<file path="src/rtl/core/sor_pkg.sv">
// Shared types and constants for the spiral order reader.
`default_nettype none

package sor_pkg;

    localparam int CFG_INDEX_W = 8;
    localparam int CFG_DATA_W  = 32;
    localparam int DIM_W       = 5;
    localparam int IDX_W       = 4;
    localparam int ELEM_W      = 32;

    localparam logic [CFG_INDEX_W-1:0] REG_ROW_COUNT = CFG_INDEX_W'(0);
    localparam logic [CFG_INDEX_W-1:0] REG_COL_COUNT = CFG_INDEX_W'(1);

    localparam logic ACT_LOAD = 1'b0;
    localparam logic ACT_EMIT = 1'b1;

    typedef struct packed {
        logic                     action;
        logic signed [ELEM_W-1:0] element_value;
    } sor_in_item_t;

    typedef struct packed {
        logic signed [ELEM_W-1:0] element_value_out;
        logic [IDX_W-1:0]         row_index;
        logic [IDX_W-1:0]         col_index;
        logic                     last_of_spiral;
        logic                     status;
    } sor_out_item_t;

    typedef struct packed {
        logic [IDX_W-1:0] row_index;
        logic [IDX_W-1:0] col_index;
        logic             last_of_spiral;
        logic             status;
    } sor_meta_t;

endpackage

`default_nettype wire

</file>
<file path="src/rtl/core/sor_ctrl.sv">
// Load counters, spiral walker with shrinking bounds, and store access control.
`default_nettype none

module sor_ctrl #(
    parameter int MAX_ROWS   = 16,
    parameter int MAX_COLS   = 16,
    parameter int DATA_WIDTH = 32
) (
    input  wire logic                                       clk,
    input  wire logic                                       rst_n,
    input  wire logic                                       cfg_we,
    input  wire logic [sor_pkg::CFG_INDEX_W-1:0]            cfg_index,
    input  wire logic [sor_pkg::CFG_DATA_W-1:0]             cfg_data,
    input  wire logic                                       item_fire,
    input  wire sor_pkg::sor_in_item_t                      item,
    output logic                                            ram_we,
    output logic [$clog2(MAX_ROWS*MAX_COLS)-1:0]            ram_waddr,
    output logic [DATA_WIDTH-1:0]                           ram_wdata,
    output logic                                            ram_re,
    output logic [$clog2(MAX_ROWS*MAX_COLS)-1:0]            ram_raddr,
    output logic                                            issue,
    output sor_pkg::sor_meta_t                              meta
);
    import sor_pkg::*;

    localparam int RW = $clog2(MAX_ROWS);
    localparam int CW = $clog2(MAX_COLS);
    localparam int AW = $clog2(MAX_ROWS*MAX_COLS);
    localparam int ER = (MAX_ROWS < 31) ? MAX_ROWS : 31;
    localparam int EC = (MAX_COLS < 31) ? MAX_COLS : 31;
    localparam int NW = $clog2(ER*EC + 1);

    typedef enum logic [1:0] {
        HEAD_RIGHT,
        HEAD_DOWN,
        HEAD_LEFT,
        HEAD_UP
    } heading_t;

    function automatic logic [DIM_W-1:0] eff_dim(input logic [DIM_W-1:0] v,
                                                 input logic [DIM_W-1:0] maxv);
        logic [DIM_W-1:0] r;
        if (v == '0)
            r = DIM_W'(1);
        else if (v > maxv)
            r = maxv;
        else
            r = v;
        return r;
    endfunction

    function automatic logic [AW-1:0] cell_addr(input logic [RW-1:0] r,
                                                input logic [CW-1:0] c);
        return AW'(r) * AW'(MAX_COLS) + AW'(c);
    endfunction

    logic [DIM_W-1:0] rows_reg, rows_next;
    logic [DIM_W-1:0] cols_reg, cols_next;
    logic [RW-1:0]    load_row_reg, load_row_next;
    logic [CW-1:0]    load_col_reg, load_col_next;
    logic             load_done_reg, load_done_next;
    logic [NW-1:0]    emit_cnt_reg, emit_cnt_next;
    logic [RW-1:0]    cur_row_reg, cur_row_next;
    logic [CW-1:0]    cur_col_reg, cur_col_next;
    heading_t         heading_reg, heading_next;
    logic [RW-1:0]    top_reg, top_next;
    logic [RW-1:0]    bottom_reg, bottom_next;
    logic [CW-1:0]    left_reg, left_next;
    logic [CW-1:0]    right_reg, right_next;

    logic [NW-1:0]    total;
    logic             emit_ok;
    logic             emit_last;
    logic [RW-1:0]    ld_row;
    logic [CW-1:0]    ld_col;
    logic [DIM_W-1:0] new_rows;
    logic [DIM_W-1:0] new_cols;
    logic [63:0]      wide_value;

    assign total      = NW'(rows_reg) * NW'(cols_reg);
    assign emit_ok    = load_done_reg && (emit_cnt_reg < total);
    assign emit_last  = ((emit_cnt_reg + NW'(1)) == total);
    assign ld_row     = load_done_reg ? '0 : load_row_reg;
    assign ld_col     = load_done_reg ? '0 : load_col_reg;
    assign wide_value = {32'b0, item.element_value};
    assign new_rows   = (cfg_index == REG_ROW_COUNT)
                        ? eff_dim(cfg_data[DIM_W-1:0], DIM_W'(ER)) : rows_reg;
    assign new_cols   = (cfg_index == REG_COL_COUNT)
                        ? eff_dim(cfg_data[DIM_W-1:0], DIM_W'(EC)) : cols_reg;

    always_comb
    begin
        rows_next      = rows_reg;
        cols_next      = cols_reg;
        load_row_next  = load_row_reg;
        load_col_next  = load_col_reg;
        load_done_next = load_done_reg;
        emit_cnt_next  = emit_cnt_reg;
        cur_row_next   = cur_row_reg;
        cur_col_next   = cur_col_reg;
        heading_next   = heading_reg;
        top_next       = top_reg;
        bottom_next    = bottom_reg;
        left_next      = left_reg;
        right_next     = right_reg;
        ram_we         = 1'b0;
        ram_waddr      = cell_addr(ld_row, ld_col);
        ram_wdata      = wide_value[DATA_WIDTH-1:0];
        ram_re         = 1'b0;
        ram_raddr      = cell_addr(cur_row_reg, cur_col_reg);
        issue          = 1'b0;
        meta           = '0;
        meta.status    = 1'b1;

        if (cfg_we && (cfg_index == REG_ROW_COUNT || cfg_index == REG_COL_COUNT))
        begin
            // restart loading and the spiral with the new dimensions
            rows_next      = new_rows;
            cols_next      = new_cols;
            load_row_next  = '0;
            load_col_next  = '0;
            load_done_next = 1'b0;
            emit_cnt_next  = '0;
            cur_row_next   = '0;
            cur_col_next   = '0;
            heading_next   = HEAD_RIGHT;
            top_next       = '0;
            left_next      = '0;
            bottom_next    = RW'(new_rows - DIM_W'(1));
            right_next     = CW'(new_cols - DIM_W'(1));
        end
        else if (item_fire)
        begin
            if (item.action == ACT_LOAD)
            begin
                if (load_done_reg)
                begin
                    load_done_next = 1'b0;
                    emit_cnt_next  = '0;
                    cur_row_next   = '0;
                    cur_col_next   = '0;
                    heading_next   = HEAD_RIGHT;
                    top_next       = '0;
                    left_next      = '0;
                    bottom_next    = RW'(rows_reg - DIM_W'(1));
                    right_next     = CW'(cols_reg - DIM_W'(1));
                end
                ram_we = 1'b1;
                if (ld_col == CW'(cols_reg - DIM_W'(1)))
                begin
                    load_col_next = '0;
                    load_row_next = ld_row;
                    if (ld_row == RW'(rows_reg - DIM_W'(1)))
                        load_done_next = 1'b1;
                    else
                        load_row_next = ld_row + RW'(1);
                end
                else
                begin
                    load_row_next = ld_row;
                    load_col_next = ld_col + CW'(1);
                end
            end
            else
            begin
                issue = 1'b1;
                if (emit_ok)
                begin
                    ram_re              = 1'b1;
                    meta.row_index      = IDX_W'(cur_row_reg);
                    meta.col_index      = IDX_W'(cur_col_reg);
                    meta.last_of_spiral = emit_last;
                    meta.status         = 1'b0;
                    emit_cnt_next       = emit_cnt_reg + NW'(1);
                    if (!emit_last)
                    begin
                        case (heading_reg)
                            HEAD_RIGHT:
                            begin
                                if (cur_col_reg < right_reg)
                                    cur_col_next = cur_col_reg + CW'(1);
                                else
                                begin
                                    top_next     = top_reg + RW'(1);
                                    heading_next = HEAD_DOWN;
                                    cur_row_next = cur_row_reg + RW'(1);
                                end
                            end
                            HEAD_DOWN:
                            begin
                                if (cur_row_reg < bottom_reg)
                                    cur_row_next = cur_row_reg + RW'(1);
                                else
                                begin
                                    right_next   = right_reg - CW'(1);
                                    heading_next = HEAD_LEFT;
                                    cur_col_next = cur_col_reg - CW'(1);
                                end
                            end
                            HEAD_LEFT:
                            begin
                                if (cur_col_reg > left_reg)
                                    cur_col_next = cur_col_reg - CW'(1);
                                else
                                begin
                                    bottom_next  = bottom_reg - RW'(1);
                                    heading_next = HEAD_UP;
                                    cur_row_next = cur_row_reg - RW'(1);
                                end
                            end
                            default:
                            begin
                                if (cur_row_reg > top_reg)
                                    cur_row_next = cur_row_reg - RW'(1);
                                else
                                begin
                                    left_next    = left_reg + CW'(1);
                                    heading_next = HEAD_RIGHT;
                                    cur_col_next = cur_col_reg + CW'(1);
                                end
                            end
                        endcase
                    end
                end
            end
        end
    end

    always_ff @(posedge clk or negedge rst_n)
    begin
        if (!rst_n)
        begin
            rows_reg      <= DIM_W'(1);
            cols_reg      <= DIM_W'(1);
            load_row_reg  <= '0;
            load_col_reg  <= '0;
            load_done_reg <= 1'b0;
            emit_cnt_reg  <= '0;
            cur_row_reg   <= '0;
            cur_col_reg   <= '0;
            heading_reg   <= HEAD_RIGHT;
            top_reg       <= '0;
            bottom_reg    <= '0;
            left_reg      <= '0;
            right_reg     <= '0;
        end
        else
        begin
            rows_reg      <= rows_next;
            cols_reg      <= cols_next;
            load_row_reg  <= load_row_next;
            load_col_reg  <= load_col_next;
            load_done_reg <= load_done_next;
            emit_cnt_reg  <= emit_cnt_next;
            cur_row_reg   <= cur_row_next;
            cur_col_reg   <= cur_col_next;
            heading_reg   <= heading_next;
            top_reg       <= top_next;
            bottom_reg    <= bottom_next;
            left_reg      <= left_next;
            right_reg     <= right_next;
        end
    end

    a_no_emit_before_load: assert property (@(posedge clk) disable iff (!rst_n)
        !load_done_reg |-> emit_cnt_reg == '0)
        else $error("emit count moved before the load completed");

    a_count_in_range: assert property (@(posedge clk) disable iff (!rst_n)
        emit_cnt_reg <= total)
        else $error("emit count beyond the matrix size");

    a_read_in_bounds: assert property (@(posedge clk) disable iff (!rst_n)
        ram_re |-> (cur_row_reg >= top_reg && cur_row_reg <= bottom_reg
                    && cur_col_reg >= left_reg && cur_col_reg <= right_reg))
        else $error("spiral read outside the current bounds");

endmodule

`default_nettype wire

</file>
<file path="config.mk">
export PLATFORM = sky130hd
export DESIGN_NAME = sor_ctrl
export DESIGN_NICKNAME = d
export VERILOG_FILES = /design/src/rtl/core/sor_pkg.sv /design/src/rtl/core/sor_ctrl.sv
export SDC_FILE = /design/constraint.sdc
export NUM_CORES = 1
export LEC_CHECK = 0
export ABC_AREA = 1
export BUFFER_PORTS_ARGS = -buffer_cell sky130_fd_sc_hd__buf_2
export CAP_MARGIN = 5
export CELL_PAD_IN_SITES_DETAIL_PLACEMENT = 1
export CELL_PAD_IN_SITES_GLOBAL_PLACEMENT = 1
export CORE_MARGIN = 2
export CORE_UTILIZATION = 28
export CTS_CLUSTER_DIAMETER = 200
export DETAILED_ROUTE_END_ITERATION = 16
export PLACE_DENSITY_LB_ADDON = 0.1
export SLEW_MARGIN = 25
export SYNTH_ARGS = -nofsm -noshare
export SYNTH_HDL_FRONTEND = slang
export SYNTH_SLANG_ARGS = --single-unit
</file>
<file path="constraint.sdc">
create_clock -name clk -period 4.9 [get_ports clk]
set_clock_uncertainty 0.15 [all_clocks]
set_input_delay 0.49 -clock clk [delete_from_list [all_inputs] [get_ports clk]]
set_output_delay 0.49 -clock clk [all_outputs]
set_load 0.005 [all_outputs]
</file>
==> results by group, run 1 <==
Yosys
  • EDFF count, synth: 0
  • Count of different cell masters after synthesis: 39
  • Yosys warns: 0
  • Ys async rst share: 100%
  • Syn Inst Count: 817
  • Syn_area_per_cell: 6.91 um^2
  • Ys flop type: dfrtp_1
  • Post-Syn Nets: about 960
  • FF+latch count, synth: 54
  • Mapped Area: 5650 um^2
  • Register area share after synthesis: between 20% and 30%

Global route
  • Largest net degree at the start of global routing: 55
  • Number of global-route vias before repair: ~5,700
  • Number of antenna violations at the first check in global routing: 0
  • First-pass GRT wire length: 29,000 um
  • All-layer global routing usage: between 15 and 20%
  • Grt total ovfl: 0

Route
  • # DRC: 0
  • WL/cell: 15.7 um
  • Top Layer Used: met4
  • Post-Route WL: 18,200 um
  • Antenna-violating nets left: 0
  • Initial DRT Pass Iterations: 4
  • Length of routed wiring on met1: 8750 um
  • Vias per cell: 4.75
  • Vias: 5,511
  • Iter 0 DRT Violations: around 180
  • Routed met2 length: 8860 um
  • WL met3: 419 um

Flow run
  • Max-Cap Viols: 0

Clocking
  • Clk slew on worst S/H paths: around 0.070 ns
  • Clock buffer depth: 2
  • Clk_lat worst skew: 0.31 ns
  • # hold bufs at CTS: 0
  • Htree depth: 2
  • Cts bufs inserted: 5
  • CTS tree: yes
  • # clock sinks: 54
  • Root Driver: clkbuf_16

Timing
  • Hold Fails Final Rpt: 0
  • Final worst slack: -0.384 ns
  • Final slew viol count: 0
  • Tmin final: 5.28 ns
  • Headroom to the max-slew limit: between 40% and 50%
  • Setup violations, final: 11
  • Fmax: 189 MHz
  • WHS: slightly below 0.2 ns
  • Final worst path period share: 108%
  • Worst Tran Pin Value: 0.802 ns
  • Unrepaired setup endpoints after global routing: true

Placed design
  • DPL Wire Length: 12,900 um
  • Port Buffers: 46
  • GP Congestion: 0.792

Final layout
  • # diodes: 0
  • Share of cells above drive strength 1: 24.1%
  • Area grow syn2layout: 26.2%
  • Most common cell after layout, fill and taps aside: nand2_1
  • Filler Cell Count: 2,496
  • Largest register FFs: 9
  • Final #Nets: 1,041
  • Most frequent cells in the layout: nand2_1, inv_1, nor2_1, buf_4, ha_1

Critical path
  • Slowest stage delay, CP: between 0.5 and 0.6 ns
  • Arrival @ worst endpoint: 4.64 ns
  • WP data required: approximately 4.3 ns
  • Critical Path Fanout Max: 8
  • CP startpoint kind: flop
  • Cell chain of the critical path: nand2_2 > fa_1 > fa_1 > fa_2 > inv_2 > ha_4 > nand2_2 > nand2_2 > nand2_2 > nand4_1 > nand2_4 > ha_4 > nand2_4 > nor2_2 > a211oi_2 > nand4_1 > a21boi_4 > buf_12 > nand2_8 > nor2_4 > buf_2
  • Critical path class: flop to output pin
  • CP endpoint kind: output pin
  • CP max stage cell: fa_2
  • Most common cell on crit path: nand2_2

Floorplan
  • Die W: 146 um
  • Initial Util: 28.7%
  • Rows: 51
  • Core ar.: 19,700 um^2
  • Die Y: 146 um
  • Die ar.: 21,300 um^2
  • I/O Pins: 138

Power
  • Max VDD drop: 0.000190 V
  • Leak pwr: 3.74 nW
  • Total power draw: 0.00234 W
  • Power Dens Cells: around 330 nW/um^2

Run status
  • Outcome: finished, violations left
  • Violated checks: negative setup slack

Min path
  • Worst min-delay path category: primary input to asynchronous set/reset pin
[power breakdown]
part,total [W],switching (W),internal [W]
Combinational,0.00125,0.000747,0.000498
Sequential,0.000719,0.000158,0.000561
Clock,0.000378,0.000187,0.000191
[path summary, 6_finish.rpt]
check                                      end  cells past startpoint     startpoint  slack [ns]
worst max register to register  cur_row_reg[2]                     24    rows_reg[0]        0.05
worst min-delay path               rows_reg[4]                      2          rst_n        0.20
worst max-delay path                   meta[5]                     21    rows_reg[0]       -0.38
worst min register to register   bottom_reg[1]                      2  bottom_reg[1]        0.33
max in group asynchronous          cols_reg[3]                      2          rst_n        3.85
min in group clk                 bottom_reg[1]                      2  bottom_reg[1]        0.33
[through the flow]
step                      utilization [%]  setup TNS (ns)  instances  setup WS (ns)  instance area (um^2)
after floorplan                         -         -0.0949        817        -0.0105                  5680
after global placement               31.3           -3.84       1108         -0.278                  6150
after detailed placement             31.3           -4.95       1108         -0.271                  6150
after CTS                            33.7           -3.48       1141         -0.340                  6620
after global routing                 36.3           -8.57       1161         -0.556                  7130
final                                36.3           -3.83       1161         -0.384                  7130
[critical path: cells and delay by family (launching register included)]
family | cells | cell delay [ns]
flip-flops | 1 | 0.54
AND/OR/NAND/NOR | 11 | 1.05
buffers and inverters | 3 | 0.29
AO/OA/AOI/OAI | 2 | 0.43
adder cells (fa/ha/maj) | 5 | 2.01
[per-layer routing]
layer	GRT usage, %	up-vias
li1	-	2745
met1	21.4	2676
met2	29.5	72
met3	2.19	18
met4	3.35	0
met5	0	-
[cell type report]
class                      count  area [um^2]  share of cell area [%]
clock inverter                 2         13.8                   0.193
tap                          265          332                    4.65
inverter                     128          483                    6.78
timing repair buffer         121          976                    13.7
multi-input combinational    585         3840                    53.9
clock buffer                   6          129                    1.81
sequential                    54         1360                    19.0
[cells in the mapped netlist, drive strengths merged, types with 3 or more instances]
library cell	number	area share, %
nand3b	3	0.40
xor2	20	3.4
and2	3	0.33
o21ai	37	3.3
o22ai	11	1.2
o32ai	4	0.62
nand3	52	5.4
a21oi	26	2.3
nand4	32	3.8
a21boi	4	0.73
buf	43	5.5
clkbuf	10	0.71
xnor2	11	1.7
ha	59	13
dfrtp	52	23
inv	128	8.5
o211ai	4	0.53
nor2	76	5.4
nand2	224	15
fa	10	3.5
[repair_timing]
item,CTS,global route
cloned,1,6
pin swaps,24,47
endpoints found under the setup margin,41,46
gates resized for setup,30,69
setup buffers,24,18
[cells by family (layout without fill, tap and decap cells)]
group | Yosys count | count (layout) | synth area share, %
buffers and inverters | 181 | 257 | 14.7
DFF | 54 | 54 | 24.0
adders and majority gates | 69 | 69 | 16.6
and+or+nand+nor | 394 | 397 | 30.7
xor gates and xnor gates | 31 | 31 | 5.07
AOI/OAI and AO/OA | 88 | 88 | 8.97
Power figures use the tool's default switching activity.
==> run 2, diff against run 1 <==
--- a/config.mk
+++ b/config.mk
@@ -11,7 +11,7 @@
 export CELL_PAD_IN_SITES_DETAIL_PLACEMENT = 1
 export CELL_PAD_IN_SITES_GLOBAL_PLACEMENT = 1
 export CORE_MARGIN = 2
-export CORE_UTILIZATION = 28
+export CORE_UTILIZATION = 35
 export CTS_CLUSTER_DIAMETER = 200
 export DETAILED_ROUTE_END_ITERATION = 16
 export PLACE_DENSITY_LB_ADDON = 0.1
==> results by group, run 2 (synthesized netlist as in run 1, its figures left out) <==
Run status
  • Outcome: finished, violations left
  • Violated checks: negative setup slack

Global route
  • Number of antenna violations at the first check in global routing: 0 (unchanged)
  • Met2 Usage GRT: 36.2% (+6.8 points)
  • Largest net degree at the start of global routing: 55 (unchanged)
  • Met1 usage: 25.2% (+3.8 points)
  • First-pass GRT wire length: 27,200 um (-6.4%)
  • Number of global-route vias before repair: 5,668 (-0.84%)
  • Grt total ovfl: 0 (unchanged)
  • Grt peak-use layer: met2
  • All-layer global routing usage: 19.8% (+3.3 points)
  • Met3 Usage GRT: 2.77% (+0.58 points)

Floorplan
  • Core ar.: 15,800 um^2 (-19%)
  • Rows: 46 (-9.8%)
  • Die W: 131 um (-10%)
  • Initial Util: 35.7% (+6.9 points)
  • Die ar.: 17,200 um^2 (-19%)
  • I/O Pins: 138 (unchanged)
  • Die Y: 131 um (-10%)

Clocking
  • Htree depth: 2 (unchanged)
  • Clk slew on worst S/H paths: 0.08 ns (about the same)
  • # hold bufs at CTS: 0 (unchanged)
  • CTS tree: yes
  • # clock sinks: 54 (unchanged)
  • Clk_lat worst skew: 0.31 ns (about the same)
  • Cts bufs inserted: 5 (unchanged)
  • Root Driver: clkbuf_16
  • Clock buffer depth: 2 (unchanged)

Final layout
  • # diodes: 0 (unchanged)
  • Share of cells above drive strength 1: 21.0% (-3.1 points)
  • Most common cell after layout, fill and taps aside: nand2_1
  • Area grow syn2layout: 20.8%
  • FF+latch area: 1360 um^2 (about the same)
  • Largest register FFs: 9 (unchanged)
  • Final #Nets: 1,015 (-2.5%)
  • Most frequent cells in the layout: nand2_1, inv_1, nor2_1, ha_1, dfrtp_1
  • Multi-input combinational cell area: 3760 um^2 (-2.1%)
  • Filler Cell Count: 2,033 (-19%)

Power
  • Power Dens Cells: 338 nW/um^2 (+3.0%)
  • Clk pwr share: 17.5% (+1.4 points)
  • Internal power: 0.00126 W (+0.58%)
  • Fraction of power spent switching nets: 45.6% (-1.1 points)
  • Combinational power share: 51.8% (-1.4 points)
  • Sequential share of power: 30.6% (about the same)
  • Total power draw: 0.00231 W (-1.4%)
  • Max VDD drop: 0.000218 V (+14%)
  • Leak pwr: 3.61 nW (-3.4%)
  • Sw power: 0.00105 W (-3.6%)

Route
  • Vias: 5,489 (-0.40%)
  • Post-Route WL: 16,900 um (-7.4%)
  • Vias per cell: 5.05 (+6.5%)
  • WL/cell: 15.6 um (-0.97%)
  • Iter 0 DRT Violations: 152 (-15%)
  • # DRC: 0 (unchanged)
  • Antenna-violating nets left: 0 (unchanged)
  • Initial DRT Pass Iterations: 4 (unchanged)

Timing
  • Worst Tran Pin Value: 0.808 ns (+0.00578 ns)
  • Tmin final: 5.20 ns (-0.0820 ns)
  • Setup violations, final: 11 (unchanged)
  • Final worst path period share: 106% (-1.7 points)
  • Headroom to the max-slew limit: 46.2% (-0.39 points)
  • Setup_tns: -3.11 ns (+0.720 ns)
  • Final worst slack: -0.302 ns (+0.0820 ns)
  • Hold Fails Final Rpt: 0 (unchanged)
  • Fmax: 192 MHz (+1.6%)
  • Final slew viol count: 0 (unchanged)
  • Unrepaired setup endpoints after global routing: true

Critical path
  • CP max stage cell: fa_1
  • RR Endpoint: emit_cnt_reg[5]
  • R2R Setup Slk: 0.18 ns (+0.13 ns)
  • Arrival @ worst endpoint: 4.56 ns (-0.08 ns)
  • Cell chain of the critical path: nand2_2 > fa_1 > fa_1 > fa_1 > inv_2 > ha_4 > nand4_1 > nor2b_4 > nand2_2 > nand2_2 > ha_4 > nand2_4 > nor2_2 > a211oi_2 > nand4_1 > a21boi_4 > buf_6 > nand2_8 > nor2_2 > buf_2
  • Critical Path Fanout Max: 5 (-3)
  • Critical path class: flop to output pin
  • R2R Path Start: rows_reg[0]
  • Critical path buffers and inverters: 3 (unchanged)
  • CP startpoint: rows_reg[0]
  • CP endpoint kind: output pin
  • CP startpoint kind: flop
  • WP data required: 4.26 ns (about the same)
  • CP top delay family: adder cells
  • Slowest stage delay, CP: 0.55 ns (about the same)
  • R2r worst-path depth: 22 (-8.3%)

Min path
  • Worst min-delay path category: primary input to asynchronous set/reset pin

Placed design
  • Port Buffers: 46 (unchanged)
  • GP Congestion: 0.834 (+5.3%)
  • DPL Wire Length: 12,600 um (-2.4%)

Flow run
  • Max-Cap Viols: 0 (unchanged)
[run 2: changes by cell type in the layout (fill, tap and decap cells not counted), moves of 3 or more]
cell | previous run | this run
nand3_2 | 4 | 7
nand2_1 | 193 | 203
inv_2 | 4 | 7
nor2_1 | 61 | 64
nor2_4 | 10 | 4
nand2_2 | 26 | 19
buf_4 | 58 | 31
buf_6 | 8 | 13
nor2_2 | 5 | 8
[run 2: timing repair]
item	4_1_cts	5_1_grt
setup endpoints to repair	37	46
pin swaps	14	29
cloned	1	4
gates resized for setup	24	63
setup buffers	12	10
[run 2: cell type report]
class	count	share of cell area [%]
clock inverter	1	0.128
multi-input combinational	583	55.1
sequential	54	19.9
tap	216	3.96
clock buffer	7	2.24
timing repair buffer	97	11.7
inverter	128	7.04
[run 2: per-layer routing]
metal,routed length [um],vias up
met5,0,-
met4,182,0
met3,438,18
met2,8410,70
met1,7870,2700
li1,-,2701
[run 2: power groups by stage]
stage / Clock [W] / Combinational (W) / Sequential, W
6_report: 0.000405 / 0.00120 / 0.000707
5_1_grt: 0.000435 / 0.00139 / 0.000732
4_1_cts: 0.000419 / 0.00117 / 0.000709
3_5_place_dp: 0 / 0.00115 / 0.000715
3_3_place_gp: 0 / 0.00109 / 0.000709
2_1_floorplan: 0 / 0.000861 / 0.000671
[run 2: worst max-delay path by stage]
stage | end | slack [ns] | cells past startpoint
floorplan | meta[1] | -0.01 | 23
global route | meta[6] | -0.56 | 21
finish | meta[2] | -0.30 | 20
CTS | meta[7] | -0.44 | 20
detailed placement | meta[1] | -0.24 | 21
global placement | meta[1] | -0.18 | 22
[run 2: worst reg2reg max path, cell delays in order, from the launching register on]
cell      delay (ns)
dfstp_2         0.54
nand2_2         0.06
fa_1            0.55
fa_1            0.43
fa_1            0.51
inv_2           0.05
ha_4            0.29
nand4_1         0.11
nor2b_4         0.15
nand2_2         0.07
nand2_2         0.07
ha_4            0.26
nand2_4         0.07
nor2_2          0.04
a211oi_2        0.20
nand4_1         0.19
a21boi_4        0.25
buf_6           0.15
nand2_8         0.07
buf_6           0.15
buf_6           0.11
buf_6           0.12
o22ai_2         0.09
[run 2: per-stage QoR]
stage | area, um^2 | hold WS [ns] | std cells | utilization, % | worst slack [ns]
finish | 6820 | 0.182 | 1086 | 43.1 | -0.302
global route | 6820 | 0.242 | 1086 | 43.1 | -0.563
CTS | 6410 | 0.224 | 1077 | 40.5 | -0.439
detailed placement | 6040 | 0.310 | 1056 | 38.2 | -0.240
global placement | 6040 | 0.305 | 1056 | 38.2 | -0.183
floorplan | 5680 | 0.0444 | 817 | - | -0.0105
==> run 3, diff against run 2 <==
--- a/config.mk
+++ b/config.mk
@@ -6,16 +6,16 @@
 export NUM_CORES = 1
 export LEC_CHECK = 0
 export ABC_AREA = 1
-export BUFFER_PORTS_ARGS = -buffer_cell sky130_fd_sc_hd__buf_2
 export CAP_MARGIN = 5
 export CELL_PAD_IN_SITES_DETAIL_PLACEMENT = 1
 export CELL_PAD_IN_SITES_GLOBAL_PLACEMENT = 1
-export CORE_MARGIN = 2
-export CORE_UTILIZATION = 35
+export CORE_UTILIZATION = 42
 export CTS_CLUSTER_DIAMETER = 200
 export DETAILED_ROUTE_END_ITERATION = 16
+export DONT_BUFFER_PORTS = 1
 export PLACE_DENSITY_LB_ADDON = 0.1
 export SLEW_MARGIN = 25
 export SYNTH_ARGS = -nofsm -noshare
 export SYNTH_HDL_FRONTEND = slang
 export SYNTH_SLANG_ARGS = --single-unit
+export TNS_END_PERCENT = 10
==> results by group, run 3 (synthesized netlist as in run 1, its figures left out) <==
Timing
  • Final worst slack: -0.302 ns (-0.000162 ns)
  • WHS: 0.220 ns (+0.0379 ns)
  • Final slew viol count: 0 (unchanged)
  • Worst Tran Pin Value: 0.743 ns (-0.0647 ns)
  • Hold Fails Final Rpt: 0 (unchanged)
  • Fmax: 192 MHz (about the same)
  • Headroom to the max-slew limit: 50.4% (+4.2 points)
  • Tmin final: 5.20 ns (+0.000162 ns)
  • Setup violations, final: 37 (+26)
  • Final worst path period share: 106% (about the same)
  • Unrepaired setup endpoints after global routing: true

Global route
  • Grt total ovfl: 0 (unchanged)
  • Number of global-route vias before repair: 5,708 (+0.71%)
  • All-layer global routing usage: 24.6% (+4.8 points)
  • First-pass GRT wire length: 27,600 um (+1.7%)
  • Largest net degree at the start of global routing: 55 (unchanged)
  • Number of antenna violations at the first check in global routing: 0 (unchanged)

Clocking
  • Cts bufs inserted: 5 (unchanged)
  • Root Driver: clkbuf_16
  • # clock sinks: 54 (unchanged)
  • Htree depth: 2 (unchanged)
  • Clk slew on worst S/H paths: 0.07 ns (about the same)
  • Clk_lat worst skew: 0.31 ns (about the same)
  • CTS tree: yes
  • Clock buffer depth: 2 (unchanged)

Final layout
  • Multi-input combinational cell area: 3780 um^2 (+0.60%)
  • Largest register FFs: 9 (unchanged)
  • FF+latch area: 1360 um^2 (unchanged)
  • Final Cell Area: 6360 um^2 (-6.9%)
  • Most common cell after layout, fill and taps aside: nand2_1
  • Area grow syn2layout: 12.5%
  • Most frequent cells in the layout: nand2_1, inv_1, nor2_1, ha_1, dfrtp_1
  • Filler Cell Count: 1,695 (-17%)
  • Share of cells above drive strength 1: 14.8% (-6.3 points)
  • # diodes: 0 (unchanged)
  • Final #Nets: 958 (-5.6%)

Floorplan
  • Rows: 42 (-8.7%)
  • Die ar.: 13,900 um^2 (-19%)
  • I/O Pins: 138 (unchanged)
  • Die Y: 118 um (-10%)
  • Core ar.: 13,200 um^2 (-17%)
  • Die W: 118 um (-10%)
  • Initial Util: 42.8% (+7.1 points)

Min path
  • Worst Hold Depth: 2
  • Min-delay src: cfg_data[4]
  • Worst min-delay path category: primary input to flop
  • Hold endpoint: cols_reg[4]

Placed design
  • Placed instance area: 5720 um^2 (-5.3%)
  • DPL Wire Length: 12,100 um (-3.6%)
  • Port Buffers: 0 (-100%)
  • GP Congestion: 0.808 (-3.2%)

Run status
  • Outcome: finished, violations left
  • Violated checks: negative setup slack

Route
  • Vias: 5,275 (-3.9%)
  • Iter 0 DRT Violations: 176 (+16%)
  • Initial DRT Pass Iterations: 4 (unchanged)
  • Post-Route WL: 16,700 um (-1.3%)
  • Vias per cell: 5.34 (+5.6%)
  • # DRC: 0 (unchanged)
  • Antenna-violating nets left: 0 (unchanged)
  • WL/cell: 16.9 um (+8.5%)

Critical path
  • R2r worst-path depth: 29 (+32%)
  • Critical Path Fanout Max: 5 (unchanged)
  • Arrival @ worst endpoint: 4.56 ns (about the same)
  • CP startpoint kind: flop
  • R2R Setup Slk: -0.22 ns (-0.40 ns)
  • RR Endpoint: top_reg[1]
  • R2R Path Start: rows_reg[0]
  • CP endpoint kind: output pin
  • WP data required: 4.26 ns (about the same)
  • Critical path class: flop to output pin

Power
  • Combinational power share: 50.0% (-1.8 points)
  • Max VDD drop: 0.000217 V (-0.23%)
  • Leak pwr: 3.30 nW (-8.6%)
  • Sequential share of power: 31.5% (+0.9 points)
  • Fraction of power spent switching nets: 45.7% (+0.17 points)
  • Clk pwr share: 18.4% (+0.9 points)
  • Sw power: 0.00104 W (-1.3%)
  • Internal power: 0.00123 W (-2.0%)
  • Power Dens Cells: 357 nW/um^2 (+5.5%)

Flow run
  • Max-Cap Viols: 0 (unchanged)
-- run 3: through the flow --
stage	utilization, %	setup TNS, ns	instances	setup slack (ns)	power, W
6_report	48.2	-6.51	988	-0.302	0.00227
5_1_grt	48.2	-13.50	988	-0.459	0.00249
4_1_cts	47.1	-2.83	987	-0.296	0.00228
3_5_place_dp	43.4	-2.20	963	-0.189	0.00181
3_3_place_gp	43.4	-0.903	963	-0.0966	0.00172
2_1_floorplan	-	-0.0949	817	-0.0105	0.00153
-- run 3: timing repair --
item | in CTS | in global routing
resized for setup | 43 | 27
pin swaps | 18 | 19
hold buffers | 2 | 0
setup endpoints to repair | 29 | 46
cloned | 2 | 0
setup buffers | 13 | 1
endpoints found under the hold margin | 54 | 0
-- run 3: cell type report --
type                    instances  area share, %
multi-input cells             584           59.5
well taps                     176           3.46
inverters                     128           7.56
flip-flops and latches         54           21.3
clock inverters                 2          0.610
repair buffers                 39           5.61
clock buffers                   5           1.97
-- run 3: worst max-delay path, stage by stage (launching register included) --
cell and delay (ns):
dfstp_2 0.54, nand2_2 0.06, fa_1 0.55, fa_1 0.43, fa_1 0.39, inv_2 0.08, ha_4 0.21, nand2_2 0.08
nand2_2 0.05, nand2_2 0.08, nand2_2 0.07, nor2b_4 0.14, nand2_2 0.08, buf_4 0.14, buf_4 0.12, buf_4 0.13
buf_4 0.13, buf_4 0.13, buf_4 0.14, buf_4 0.14, buf_4 0.13, buf_4 0.13, nand3_2 0.07, nand2_2 0.08
nand3_2 0.10, nor2_4 0.05
-- run 3: routing by layer --
metal | part of all wire (%) | GRT usage [%] | wire, um | vias up
li1 | - | - | - | 2569
met1 | 43 | 30.0 | 7220 | 2607
met2 | 52 | 44.5 | 8610 | 81
met3 | 3.4 | 3.83 | 559 | 18
met4 | 1.7 | 6.81 | 291 | 0
met5 | 0 | 0 | 0 | -
-- run 3: worst max-delay path by stage --
stage	startpoint	endpoint	slack, ns	cells past startpoint
3_5_place_dp	rows_reg[0]	meta[1]	-0.19	21
6_report	rows_reg[0]	meta[1]	-0.30	25
3_3_place_gp	rows_reg[0]	meta[1]	-0.1	21
4_1_cts	rows_reg[0]	meta[1]	-0.30	20
5_1_grt	rows_reg[0]	meta[1]	-0.46	25
2_1_floorplan	rows_reg[0]	meta[1]	-0.01	23
-- run 3: power groups by stage --
stage | Clock (W) | Sequential, W | Combinational (W)
2_1_floorplan | 0 | 0.000671 | 0.000861
3_3_place_gp | 0 | 0.000716 | 0.00101
3_5_place_dp | 0 | 0.000725 | 0.00108
4_1_cts | 0.000429 | 0.000717 | 0.00113
5_1_grt | 0.000444 | 0.000737 | 0.00131
6_report | 0.000419 | 0.000716 | 0.00114
